File: src/rtl/jec_pkg.sv
// ----------------------------------------------------------------------------
// jec_pkg - joystick event conditioner shared definitions
// Sizes, event and register codes, controller states and the command and
// status groups that pass between controller and datapath.
// ----------------------------------------------------------------------------
package jec_pkg;

    localparam int MAX_BUTTONS = 32;
    localparam int MAX_AXES    = 8;
    localparam int BTN_IDX_W   = $clog2(MAX_BUTTONS);
    localparam int AX_IDX_W    = $clog2(MAX_AXES);
    localparam int BTN_CNT_W   = 6;
    localparam int AX_CNT_W    = 4;
    localparam int CFG_IDX_W   = 3;
    localparam int CFG_DATA_W  = 24;

    localparam logic [23:0] PUBLISH_TICKS_RST = 24'd1000;
    localparam logic [15:0] ACCUM_TICKS_RST   = 16'd1;
    localparam logic [14:0] DEADZONE_RST      = 15'd1638;
    localparam logic [19:0] AXIS_GAIN_RST     = 20'd68986;

    typedef enum logic [1:0] {
        FUNC_BUTTON  = 2'd0,
        FUNC_AXIS    = 2'd1,
        FUNC_TICK    = 2'd2,
        FUNC_UNKNOWN = 2'd3
    } t_func;

    typedef enum logic [CFG_IDX_W-1:0] {
        REG_STICKY   = 3'd0,
        REG_DEADZONE = 3'd1,
        REG_GAIN     = 3'd2,
        REG_PUBLISH  = 3'd3,
        REG_ACCUM    = 3'd4
    } t_cfg_idx;

    typedef enum logic [1:0] {
        ST_IDLE,
        ST_MUL,
        ST_WR,
        ST_PUB
    } t_state;

    typedef struct packed {
        logic                accept;
        logic                pub_start;
        logic                mul;
        logic                store_wr;
        logic                load_out;
        logic [AX_IDX_W-1:0] k;
    } t_cmd;

    typedef struct packed {
        logic                item_axis;
        logic                item_pub;
        logic [AX_IDX_W-1:0] last_k;
    } t_status;

endpackage

File: src/rtl/jec_ifs.sv
// ----------------------------------------------------------------------------
// jec_ifs - joystick event conditioner channel interfaces
// Event input, result output and configuration write channels.
// ----------------------------------------------------------------------------
interface jec_evt_if;
    logic        valid;
    logic        ready;
    logic [1:0]  func;
    logic        init_flag;
    logic [7:0]  number;
    logic signed [15:0] value;

    modport source(output valid, func, init_flag, number, value, input ready);
    modport sink(input valid, func, init_flag, number, value, output ready);
endinterface

interface jec_res_if;
    logic        valid;
    logic        ready;
    logic [31:0] buttons;
    logic [5:0]  button_count;
    logic [3:0]  axis_count;
    logic        axis_valid;
    logic [2:0]  axis_index;
    logic signed [15:0] axis_value;
    logic        last;

    modport source(output valid, buttons, button_count, axis_count, axis_valid,
                   axis_index, axis_value, last, input ready);
    modport sink(input valid, buttons, button_count, axis_count, axis_valid,
                 axis_index, axis_value, last, output ready);
endinterface

interface jec_cfg_if;
    logic        valid;
    logic        ready;
    logic [2:0]  index;
    logic [23:0] data;

    modport source(output valid, index, data, input ready);
    modport sink(input valid, index, data, output ready);
endinterface

File: src/rtl/jec_ctrl.sv
// ----------------------------------------------------------------------------
// jec_ctrl - joystick event conditioner controller
// Sequences event intake, the axis conditioning steps and the result
// stream of a publish; owns the result valid flag.
// ----------------------------------------------------------------------------
module jec_ctrl
    import jec_pkg::*;
(
    input  logic    i_clk,
    input  logic    i_rst_n,
    input  logic    i_in_valid,
    input  logic    i_out_ready,
    input  t_status i_st,
    output logic    o_in_ready,
    output logic    o_out_valid,
    output t_cmd    o_cmd
);

    t_state              r_state, n_state;
    logic [AX_IDX_W-1:0] r_k, n_k;
    logic                r_out_valid, n_out_valid;
    logic                w_out_free;
    logic                w_pub_last;

    always_ff @(posedge i_clk) begin
        if (!i_rst_n) begin
            r_state     <= ST_IDLE;
            r_k         <= '0;
            r_out_valid <= 1'b0;
        end else begin
            r_state     <= n_state;
            r_k         <= n_k;
            r_out_valid <= n_out_valid;
        end
    end

    assign w_out_free = !r_out_valid || i_out_ready;
    assign w_pub_last = (r_k == i_st.last_k);

    always_comb begin
        n_state        = r_state;
        n_k            = r_k;
        o_in_ready     = 1'b0;
        o_cmd          = '0;
        o_cmd.k        = r_k;
        case (r_state)
            ST_IDLE: begin
                o_in_ready = 1'b1;
                if (i_in_valid) begin
                    o_cmd.accept = 1'b1;
                    if (i_st.item_axis) begin
                        n_state = ST_MUL;
                    end else if (i_st.item_pub) begin
                        o_cmd.pub_start = 1'b1;
                        n_k             = '0;
                        n_state         = ST_PUB;
                    end
                end
            end
            ST_MUL: begin
                o_cmd.mul = 1'b1;
                n_state   = ST_WR;
            end
            ST_WR: begin
                o_cmd.store_wr = 1'b1;
                n_state        = ST_IDLE;
            end
            ST_PUB: begin
                // advance one result per free slot in the output register
                if (w_out_free) begin
                    o_cmd.load_out = 1'b1;
                    if (w_pub_last) begin
                        n_state = ST_IDLE;
                    end else begin
                        n_k = r_k + 1'b1;
                    end
                end
            end
            default: begin
                n_state = ST_IDLE;
            end
        endcase
    end

    always_comb begin
        n_out_valid = r_out_valid;
        if (o_cmd.load_out) begin
            n_out_valid = 1'b1;
        end else if (i_out_ready) begin
            n_out_valid = 1'b0;
        end
    end

    assign o_out_valid = r_out_valid;

endmodule

File: src/rtl/jec_dp.sv
// ----------------------------------------------------------------------------
// jec_dp - joystick event conditioner datapath
// Configuration registers, button and axis state, publish timer, axis
// dead zone and gain pipeline, and the result register.
// ----------------------------------------------------------------------------
module jec_dp
    import jec_pkg::*;
(
    input  logic                  i_clk,
    input  logic                  i_rst_n,
    input  t_cmd                  i_cmd,
    output t_status               o_st,
    input  logic                  i_cfg_we,
    input  logic [CFG_IDX_W-1:0]  i_cfg_index,
    input  logic [CFG_DATA_W-1:0] i_cfg_data,
    input  logic [1:0]            i_func,
    input  logic                  i_init_flag,
    input  logic [7:0]            i_number,
    input  logic signed [15:0]    i_value,
    output logic [31:0]           o_buttons,
    output logic [5:0]            o_button_count,
    output logic [3:0]            o_axis_count,
    output logic                  o_axis_valid,
    output logic [2:0]            o_axis_index,
    output logic signed [15:0]    o_axis_value,
    output logic                  o_last
);

    // configuration
    logic        r_sticky;
    logic [14:0] r_deadzone;
    logic [19:0] r_gain;
    logic [23:0] r_publish_ticks;
    logic [15:0] r_accum_ticks;

    // block state
    logic [MAX_BUTTONS-1:0] r_btn_now, n_btn_now;
    logic [MAX_BUTTONS-1:0] r_btn_prev, n_btn_prev;
    logic [MAX_BUTTONS-1:0] r_btn_tog, n_btn_tog;
    logic [MAX_BUTTONS-1:0] r_pub_btn, n_pub_btn;
    logic [BTN_CNT_W-1:0]   r_btn_seen, n_btn_seen;
    logic [AX_CNT_W-1:0]    r_ax_seen, n_ax_seen;
    logic signed [15:0]     r_store [MAX_AXES];
    logic                   r_win, n_win;
    logic [23:0]            r_ticks, n_ticks;

    // axis pipeline
    logic [AX_IDX_W-1:0]    r_ax_num;
    logic signed [16:0]     r_nd;
    logic signed [37:0]     r_p;

    t_func                  w_func;
    logic                   w_btn_ok, w_ax_ok;
    logic [BTN_IDX_W-1:0]   w_btn_idx;
    logic [AX_IDX_W-1:0]    w_ax_idx;
    logic [BTN_CNT_W-1:0]   w_btn_cnt;
    logic [AX_CNT_W-1:0]    w_ax_cnt;
    logic [MAX_BUTTONS:0]   w_mask_full;
    logic [MAX_BUTTONS-1:0] w_rise;
    logic signed [16:0]     w_v, w_dz, w_d;
    logic [37:0]            w_mag;
    logic [21:0]            w_r;
    logic signed [15:0]     w_res;

    assign w_func    = t_func'(i_func);
    assign w_btn_ok  = i_number < 8'(MAX_BUTTONS);
    assign w_ax_ok   = i_number < 8'(MAX_AXES);
    assign w_btn_idx = i_number[BTN_IDX_W-1:0];
    assign w_ax_idx  = i_number[AX_IDX_W-1:0];
    assign w_btn_cnt = BTN_CNT_W'(w_btn_idx) + 1'b1;
    assign w_ax_cnt  = AX_CNT_W'(w_ax_idx) + 1'b1;

    always_comb begin
        o_st.item_axis = (w_func == FUNC_AXIS) && w_ax_ok;
        o_st.item_pub  = ((w_func == FUNC_BUTTON) && w_btn_ok && i_init_flag)
                      || ((w_func == FUNC_TICK) && (r_ticks <= 24'd1))
                      || ((w_func == FUNC_UNKNOWN) && !r_win);
        // with no axis seen a publish is a single result at index zero
        o_st.last_k    = (r_ax_seen == '0) ? '0 : AX_IDX_W'(r_ax_seen - 1'b1);
    end

    // state updates of an accepted event, with publish effects on top
    always_comb begin
        n_btn_now  = r_btn_now;
        n_btn_prev = r_btn_prev;
        n_btn_tog  = r_btn_tog;
        n_pub_btn  = r_pub_btn;
        n_btn_seen = r_btn_seen;
        n_ax_seen  = r_ax_seen;
        n_win      = r_win;
        n_ticks    = r_ticks;
        if (i_cmd.accept) begin
            case (w_func)
                FUNC_BUTTON: begin
                    if (w_btn_ok) begin
                        if (w_btn_cnt > r_btn_seen) begin
                            n_btn_seen = w_btn_cnt;
                        end
                        n_btn_now[w_btn_idx] = (i_value != '0);
                        if (!i_init_flag && !r_win) begin
                            n_win   = 1'b1;
                            n_ticks = 24'(r_accum_ticks);
                        end
                    end
                end
                FUNC_AXIS: begin
                    if (w_ax_ok) begin
                        if (w_ax_cnt > r_ax_seen) begin
                            n_ax_seen = w_ax_cnt;
                        end
                        if (!r_win) begin
                            n_win   = 1'b1;
                            n_ticks = 24'(r_accum_ticks);
                        end
                    end
                end
                FUNC_TICK: begin
                    if (r_ticks > 24'd1) begin
                        n_ticks = r_ticks - 1'b1;
                    end
                end
                default: begin
                end
            endcase
        end
        w_mask_full = ({{MAX_BUTTONS{1'b0}}, 1'b1} << n_btn_seen) - 1'b1;
        w_rise      = n_btn_now & ~r_btn_prev & w_mask_full[MAX_BUTTONS-1:0];
        if (i_cmd.pub_start) begin
            n_win   = 1'b0;
            n_ticks = r_publish_ticks;
            if (r_sticky) begin
                n_btn_tog  = r_btn_tog ^ w_rise;
                n_btn_prev = n_btn_now;
                n_pub_btn  = r_btn_tog ^ w_rise;
            end else begin
                n_pub_btn  = n_btn_now;
            end
        end
    end

    always_ff @(posedge i_clk) begin
        if (!i_rst_n) begin
            r_sticky        <= 1'b0;
            r_deadzone      <= DEADZONE_RST;
            r_gain          <= AXIS_GAIN_RST;
            r_publish_ticks <= PUBLISH_TICKS_RST;
            r_accum_ticks   <= ACCUM_TICKS_RST;
        end else if (i_cfg_we) begin
            case (t_cfg_idx'(i_cfg_index))
                REG_STICKY:   r_sticky        <= i_cfg_data[0];
                REG_DEADZONE: r_deadzone      <= i_cfg_data[14:0];
                REG_GAIN:     r_gain          <= i_cfg_data[19:0];
                REG_PUBLISH:  r_publish_ticks <= i_cfg_data[23:0];
                REG_ACCUM:    r_accum_ticks   <= i_cfg_data[15:0];
                default: begin
                end
            endcase
        end
    end

    always_ff @(posedge i_clk) begin
        if (!i_rst_n) begin
            r_btn_now  <= '0;
            r_btn_prev <= '0;
            r_btn_tog  <= '0;
            r_btn_seen <= '0;
            r_ax_seen  <= '0;
            r_win      <= 1'b0;
            r_ticks    <= PUBLISH_TICKS_RST;
            for (int i = 0; i < MAX_AXES; i++) begin
                r_store[i] <= '0;
            end
        end else begin
            r_btn_now  <= n_btn_now;
            r_btn_prev <= n_btn_prev;
            r_btn_tog  <= n_btn_tog;
            r_btn_seen <= n_btn_seen;
            r_ax_seen  <= n_ax_seen;
            r_win      <= n_win;
            r_ticks    <= n_ticks;
            if (i_cmd.store_wr) begin
                r_store[r_ax_num] <= w_res;
            end
        end
    end

    // dead zone removal, negated, captured at event transfer
    always_comb begin
        w_v  = 17'(i_value);
        w_dz = $signed({2'b00, r_deadzone});
        if (w_v < -w_dz) begin
            w_d = w_v + w_dz;
        end else if (w_v > w_dz) begin
            w_d = w_v - w_dz;
        end else begin
            w_d = '0;
        end
    end

    // round half away from zero at 2^-16, then saturate
    always_comb begin
        w_mag = r_p[37] ? 38'(-r_p) : 38'(r_p);
        w_r   = 22'((w_mag + 38'd32768) >> 16);
        if (r_p[37]) begin
            w_res = (w_r > 22'd32768) ? -16'sd32768 : 16'(-w_r);
        end else begin
            w_res = (w_r > 22'd32767) ? 16'sd32767 : 16'(w_r);
        end
    end

    always_ff @(posedge i_clk) begin
        if (i_cmd.accept) begin
            r_ax_num <= w_ax_idx;
            r_nd     <= -w_d;
        end
        if (i_cmd.mul) begin
            r_p <= 38'(r_nd * $signed({1'b0, r_gain}));
        end
        r_pub_btn <= n_pub_btn;
    end

    // result register
    always_ff @(posedge i_clk) begin
        if (i_cmd.load_out) begin
            o_buttons      <= 32'(r_pub_btn);
            o_button_count <= r_btn_seen;
            o_axis_count   <= r_ax_seen;
            o_last         <= (i_cmd.k == o_st.last_k);
            if (r_ax_seen == '0) begin
                o_axis_valid <= 1'b0;
                o_axis_index <= '0;
                o_axis_value <= '0;
            end else begin
                o_axis_valid <= 1'b1;
                o_axis_index <= 3'(i_cmd.k);
                o_axis_value <= r_store[i_cmd.k];
            end
        end
    end

endmodule

File: src/rtl/joystick_event_conditioner_core.sv
// ----------------------------------------------------------------------------
// joystick_event_conditioner_core - joystick event conditioner top level
// Controller and datapath joined by command and status groups.
// ----------------------------------------------------------------------------
// Usage:
//  i_evt carries button, axis, timer tick and unknown events. An event
//  transfer is taken in the idle state; an axis event then has its dead
//  zone removed at the transfer, is multiplied by the gain, and is then
//  rounded, saturated and stored before the next event is taken. Button,
//  tick and unknown events that do not publish leave the controller idle.
//  A publishing event streams one result per axis seen (or one result if
//  no axis is seen yet) on o_res, one per cycle while the receiver takes
//  them, through a single result register; the register loads in the
//  publish state whenever it is free, and the event channel stays closed
//  while the results are loaded.
//  Events are taken again once the last result is loaded, even while it
//  still waits in the result register. A stalled receiver holds the result
//  and halts the stream.
//  i_cfg writes registers 0..4 and is always ready.
//  Reset clears the button and axis state and loads the default register
//  values; the publish timer restarts from the default interval.
// ----------------------------------------------------------------------------
module joystick_event_conditioner_core
    import jec_pkg::*;
(
    input  logic   i_clk,
    input  logic   i_rst_n,
    jec_evt_if.sink   i_evt,
    jec_res_if.source o_res,
    jec_cfg_if.sink   i_cfg
);

    t_cmd    w_cmd;
    t_status w_st;

    assign i_cfg.ready = 1'b1;

    jec_ctrl u_ctrl (
        .i_clk       (i_clk),
        .i_rst_n     (i_rst_n),
        .i_in_valid  (i_evt.valid),
        .i_out_ready (o_res.ready),
        .i_st        (w_st),
        .o_in_ready  (i_evt.ready),
        .o_out_valid (o_res.valid),
        .o_cmd       (w_cmd)
    );

    jec_dp u_dp (
        .i_clk          (i_clk),
        .i_rst_n        (i_rst_n),
        .i_cmd          (w_cmd),
        .o_st           (w_st),
        .i_cfg_we       (i_cfg.valid),
        .i_cfg_index    (i_cfg.index),
        .i_cfg_data     (i_cfg.data),
        .i_func         (i_evt.func),
        .i_init_flag    (i_evt.init_flag),
        .i_number       (i_evt.number),
        .i_value        (i_evt.value),
        .o_buttons      (o_res.buttons),
        .o_button_count (o_res.button_count),
        .o_axis_count   (o_res.axis_count),
        .o_axis_valid   (o_res.axis_valid),
        .o_axis_index   (o_res.axis_index),
        .o_axis_value   (o_res.axis_value),
        .o_last         (o_res.last)
    );

    a_no_accept_while_streaming: assert property (
        @(posedge i_clk) disable iff (!i_rst_n)
        w_cmd.load_out |-> !i_evt.ready)
        else $error("event taken while a publish streams");

    a_pub_start_on_transfer: assert property (
        @(posedge i_clk) disable iff (!i_rst_n)
        w_cmd.pub_start |-> (i_evt.valid && i_evt.ready))
        else $error("publish started without an event transfer");

    a_last_reopens_input: assert property (
        @(posedge i_clk) disable iff (!i_rst_n)
        (w_cmd.load_out && (w_cmd.k == w_st.last_k)) |=> i_evt.ready)
        else $error("event channel not reopened after last result");

    a_load_sets_valid: assert property (
        @(posedge i_clk) disable iff (!i_rst_n)
        w_cmd.load_out |=> o_res.valid)
        else $error("loaded result not presented");

    a_store_write_returns_idle: assert property (
        @(posedge i_clk) disable iff (!i_rst_n)
        w_cmd.store_wr |=> i_evt.ready)
        else $error("axis write did not return to idle");

endmodule

File: src/flat_wrapper.sv
// flat-port wrapper written by rule: the top's interface ports become plain ports
module joystick_event_conditioner_core_flat import jec_pkg::*;
  (i_clk, i_rst_n, i_evt_valid, i_evt_func, i_evt_init_flag, i_evt_number, i_evt_value, i_evt_ready, o_res_valid, o_res_buttons, o_res_button_count, o_res_axis_count, o_res_axis_valid, o_res_axis_index, o_res_axis_value, o_res_last, o_res_ready, i_cfg_valid, i_cfg_index, i_cfg_data, i_cfg_ready);
  jec_evt_if i_evt_i ();
  jec_res_if o_res_i ();
  jec_cfg_if i_cfg_i ();
  input  logic i_clk;
  input  logic i_rst_n;
  input wire logic [$bits(i_evt_i.valid)-1:0] i_evt_valid;
  input wire logic [$bits(i_evt_i.func)-1:0] i_evt_func;
  input wire logic [$bits(i_evt_i.init_flag)-1:0] i_evt_init_flag;
  input wire logic [$bits(i_evt_i.number)-1:0] i_evt_number;
  input wire logic [$bits(i_evt_i.value)-1:0] i_evt_value;
  output wire logic [$bits(i_evt_i.ready)-1:0] i_evt_ready;
  output wire logic [$bits(o_res_i.valid)-1:0] o_res_valid;
  output wire logic [$bits(o_res_i.buttons)-1:0] o_res_buttons;
  output wire logic [$bits(o_res_i.button_count)-1:0] o_res_button_count;
  output wire logic [$bits(o_res_i.axis_count)-1:0] o_res_axis_count;
  output wire logic [$bits(o_res_i.axis_valid)-1:0] o_res_axis_valid;
  output wire logic [$bits(o_res_i.axis_index)-1:0] o_res_axis_index;
  output wire logic [$bits(o_res_i.axis_value)-1:0] o_res_axis_value;
  output wire logic [$bits(o_res_i.last)-1:0] o_res_last;
  input wire logic [$bits(o_res_i.ready)-1:0] o_res_ready;
  input wire logic [$bits(i_cfg_i.valid)-1:0] i_cfg_valid;
  input wire logic [$bits(i_cfg_i.index)-1:0] i_cfg_index;
  input wire logic [$bits(i_cfg_i.data)-1:0] i_cfg_data;
  output wire logic [$bits(i_cfg_i.ready)-1:0] i_cfg_ready;
  assign i_evt_i.valid = i_evt_valid;
  assign i_evt_i.func = i_evt_func;
  assign i_evt_i.init_flag = i_evt_init_flag;
  assign i_evt_i.number = i_evt_number;
  assign i_evt_i.value = i_evt_value;
  assign i_evt_ready = i_evt_i.ready;
  assign o_res_valid = o_res_i.valid;
  assign o_res_buttons = o_res_i.buttons;
  assign o_res_button_count = o_res_i.button_count;
  assign o_res_axis_count = o_res_i.axis_count;
  assign o_res_axis_valid = o_res_i.axis_valid;
  assign o_res_axis_index = o_res_i.axis_index;
  assign o_res_axis_value = o_res_i.axis_value;
  assign o_res_last = o_res_i.last;
  assign o_res_i.ready = o_res_ready;
  assign i_cfg_i.valid = i_cfg_valid;
  assign i_cfg_i.index = i_cfg_index;
  assign i_cfg_i.data = i_cfg_data;
  assign i_cfg_ready = i_cfg_i.ready;
  joystick_event_conditioner_core u_core (.i_clk(i_clk), .i_rst_n(i_rst_n), .i_evt(i_evt_i), .o_res(o_res_i), .i_cfg(i_cfg_i));
endmodule
File: config.mk
export PLATFORM = sky130hd
export DESIGN_NAME = joystick_event_conditioner_core_flat
export DESIGN_NICKNAME = d
export VERILOG_FILES = /design/src/rtl/jec_pkg.sv /design/src/rtl/jec_ifs.sv /design/src/rtl/jec_ctrl.sv /design/src/rtl/jec_dp.sv /design/src/rtl/joystick_event_conditioner_core.sv /design/src/flat_wrapper.sv
export SDC_FILE = /design/constraint.sdc
export NUM_CORES = 2
export LEC_CHECK = 0
export ABC_AREA = 0
export BUFFER_PORTS_ARGS = -buffer_cell sky130_fd_sc_hd__buf_4
export CAP_MARGIN = 30
export CORE_ASPECT_RATIO = 1.2
export CORE_UTILIZATION = 35
export DETAILED_ROUTE_END_ITERATION = 12
export SYNTH_ARGS = -nofsm -noshare
export SYNTH_HDL_FRONTEND = slang
export SYNTH_SLANG_ARGS = --single-unit
File: constraint.sdc
create_clock -name i_clk -period 7.7 [get_ports i_clk]
set_input_delay 0.77 -clock i_clk [delete_from_list [all_inputs] [get_ports i_clk]]
set_output_delay 0.77 -clock i_clk [all_outputs]
set_load 0.005 [all_outputs]
==> flow_metrics.env <==
export IMPL_finalWeightedCongestion=0.9016
export IMPL_cp_max_fo=20
export IMPL_syn_area_sq_mm=0.03714
export IMPL_area_growth_pct=11.40
export IMPL_wirelength_mm=95.39
export IMPL_layout_commonest_cell="nand2_1"
export IMPL_synthFlopType="edfxtp_1"
export IMPL_power_density_mw_per_mm2=378.9
export IMPL_syn_area_per_cell_sq_um=9.256
export IMPL_internal_power_mw=9.159
export IMPL_diodes=0
export IMPL_final_cell_mix="nand2_1, inv_1, nor2_1, edfxtp_1, fa_1"
export IMPL_core_area_sq_mm=0.1049
export IMPL_drtPass1Iterations=5
export IMPL_port_buffer_count=123
export IMPL_p_clk_share_pct=18.1
export IMPL_end_kind="flop"
export IMPL_hold_ws_ps=407.5
export IMPL_route_detailed_drc=0
export IMPL_synth_edff_count=281
export IMPL_fmax_ghz=0.1381
export IMPL_ant_nets=0
export IMPL_synthXorXnorAreaFrac_pct=3.702
export IMPL_ios=125
export IMPL_min_period_ps=7243
export IMPL_start_util_pct=35.40
export IMPL_synthDistinctLibCells=95
export IMPL_seq_power_share_pct=22.8
export IMPL_viasPerCell=5.186
export IMPL_setup_ws_ps=457.5
export IMPL_syn_instance_count=4013
export IMPL_slew_headroom_pct=35.29
export IMPL_p_sw_share_pct=41.59
export IMPL_final_setup_viol_count=0
export IMPL_yosys_area_share_simple_pct=18.38
export IMPL_root_buffer="clkbuf_16"
export IMPL_dp_cells=5346
export IMPL_instances_no_fill=5454
export IMPL_r2r_slack_ps=460
export IMPL_grt_max_degree=107
export IMPL_crit_type="reg2reg"
export IMPL_clkLatencyLatePin_ps=630
export IMPL_synth_warnings=0
export IMPL_cts_max_level=2
export IMPL_async_reset_ff_share_pct=0
export IMPL_core_rowCount=130
export IMPL_die_h_um=358.9
export IMPL_grt_total_usage_pct=17.47
export IMPL_p_sw_mw=6.521
export IMPL_cp_start_kind="flop"
export IMPL_cts_buffer_depth=3
export IMPL_tightest_slew_ps=957.2
export IMPL_finalHoldViolCount=0
export IMPL_synth_seq_area_share_pct=34.20
export IMPL_final_setup_tns_ps=0
export IMPL_cts_sinks=494
export IMPL_cap_violations=0
export IMPL_status="completed"
export IMPL_hold_class="reg2reg"
export IMPL_synthAdderAreaFrac_pct=21.44
export IMPL_post_place_ws_ps=382.8
export IMPL_synth_top_family_by_area="adder cells"
export IMPL_antenna_found_initial=0
export IMPL_synth_compound_area_share_pct=11.56
export IMPL_p_leak_nw=17.07
export IMPL_cts_buffers=55
export IMPL_die_x_um=299.4
export IMPL_gr_total_overflow=0
export IMPL_finalCritPeriodShare_pct=94.06
export IMPL_grt_pass1_vias=28030
export IMPL_place_hpwl_mm=70.06
export IMPL_power_total_mw=15.68
export IMPL_p_comb_share_pct=59.0
export IMPL_drive_above_1_share_pct=8.432
export IMPL_synth_mux_area_share_pct=4.150
export IMPL_syn_num_nets=4546
export IMPL_critPathRequiredTime_ps=8070
export IMPL_postCtsHoldBufs=0
export IMPL_rsz0062_at_grt="no"
export IMPL_finalMaxSlewViolations=0
export IMPL_avgRoutedWirePerCell_um=17.49
export IMPL_ir_drop_v=0.0004224
export IMPL_die_area_sq_mm=0.1074
export IMPL_vias=28290
export IMPL_clkTransAtPathRegs_ps=60
export IMPL_ys_seq_elements=494
export IMPL_drtIter0Drc=1682
export IMPL_grt_pass1_wl_mm=151.8
export IMPL_fin_nets=4555
export IMPL_finalClockSkew_ps=36.88
export IMPL_arrival_ps=7620
export IMPL_cts_tree="yes"
==> through the flow <==
stage	utilization [%]	instance area, sq um
3_5_place_dp	37.55	39390
2_1_floorplan	-	37140
5_1_grt	39.44	41380
3_3_place_gp	37.47	39310
6_report	39.44	41380
4_1_cts	39.40	41340
==> cell families (layout without fill, tap and decap cells) <==
group	after synthesis	in the layout
AOI/OAI and AO/OA	662	662
xor gates and xnor gates	157	157
adders and majority gates	474	474
buffers and inverters	642	697
DFF	494	494
muxes	113	113
other	1	1
and+or+nand+nor	1470	1470
==> area by class of cell <==
class | instances | area, sq um
timing repair buffer | 178 | 1398
tap | 1386 | 1734
clock inverter | 39 | 536.8
multi-input combinational | 2877 | 22030
inverter | 416 | 1567
sequential | 494 | 12710
clock buffer | 64 | 1410
fill | 10440 | 63530
==> registers in the layout, summed over array words and instances, names as in the netlist, 4 cells and up <==
signal                       cells
u_core.u_dp.r_btn_now           32
u_core.u_dp.r_pub_btn           32
u_core.u_dp.r_ax_seen            4
u_core.u_dp.r_btn_seen           6
u_core.u_dp.o_axis_value        16
u_core.u_dp.r_btn_tog           32
u_core.u_dp.r_accum_ticks       16
u_core.u_dp.r_btn_prev          32
u_core.u_dp.r_deadzone          15
u_core.u_dp.r_nd                17
u_core.u_dp.o_button_count       6
u_core.u_dp.r_p                 38
u_core.u_dp.r_ticks             24
u_core.u_dp.r_publish_ticks     24
u_core.u_dp.r_gain              20
u_core.u_dp.r_store            128
u_core.u_dp.o_buttons           32
u_core.u_dp.o_axis_count         4
==> critical path, stage by stage, from the launching register on <==
cell and delay (ps):
edfxtp_1 850, nand2_1 180, fa_1 480, fa_1 550, inv_1 40, ha_1 310, fa_1 550, inv_1 60
fa_1 520, inv_1 50, fa_1 470, ha_1 360, nand4_1 90, a211oi_1 200, a221oi_1 110, buf_4 190
o311ai_0 470, a21oi_1 230, nor3_1 400, o221ai_1 240, a21oi_1 250, a21oi_1 140, a21oi_1 170, xor2_1 80
==> repair_timing <==
action / in CTS / in global routing
buffers inserted: 0 / 3
gates resized for setup: 0 / 1
setup endpoints to repair: 0 / 2
==> synthesized netlist by cell type, types with 39 or more instances <==
cell	n	share of area, %
fa_1	271	15
nor2_1	406	4.1
edfxtp_1	281	23
inv_1	415	4.2
mux2i_1	73	2.0
a21oi_1	220	3.0
ha_1	203	6.8
dfxtp_1	213	11
nand3_1	77	1.0
and2_1	165	2.8
clkbuf_1	200	2.0
xnor2_1	97	2.3
nand2_1	527	5.3
xor2_1	60	1.4
o211ai_1	39	0.79
nor3_1	71	0.96
o21ai_0	118	1.6
==> power by group through the flow <==
stage,sequential [mW],clock (mW),combinational (mW)
3_3_place_gp,3.64,0,9.11
5_1_grt,3.60,3.00,10.6
6_report,3.58,2.84,9.26
2_1_floorplan,3.51,0,7.48
4_1_cts,3.58,2.91,9.32
3_5_place_dp,3.64,0,9.25
==> worst paths after layout <==
path              cells past startpoint                             endpoint                           startpoint
hold reg to reg                       0  u_core.u_dp.o_buttons[10]$_DFFE_PP_  u_core.u_dp.r_pub_btn[10]$_DFFE_PP_
hold / removal                        0  u_core.u_dp.o_buttons[10]$_DFFE_PP_  u_core.u_dp.r_pub_btn[10]$_DFFE_PP_
setup / recovery                     23        u_core.u_dp.r_p[35]$_DFFE_PP_       u_core.u_dp.r_nd[13]$_DFFE_PP_
setup reg to reg                     23        u_core.u_dp.r_p[35]$_DFFE_PP_       u_core.u_dp.r_nd[13]$_DFFE_PP_
==> metal layers <==
metal  track usage, %  wire [um]  vias to the layer above
met5                0          0                        -
met4            5.592       2944                        0
met3            2.043       4442                      182
met2            29.96      45890                      740
met1            22.80      42120                    13770
li1                 -          -                    13590
Power figures use the tool's default switching activity.
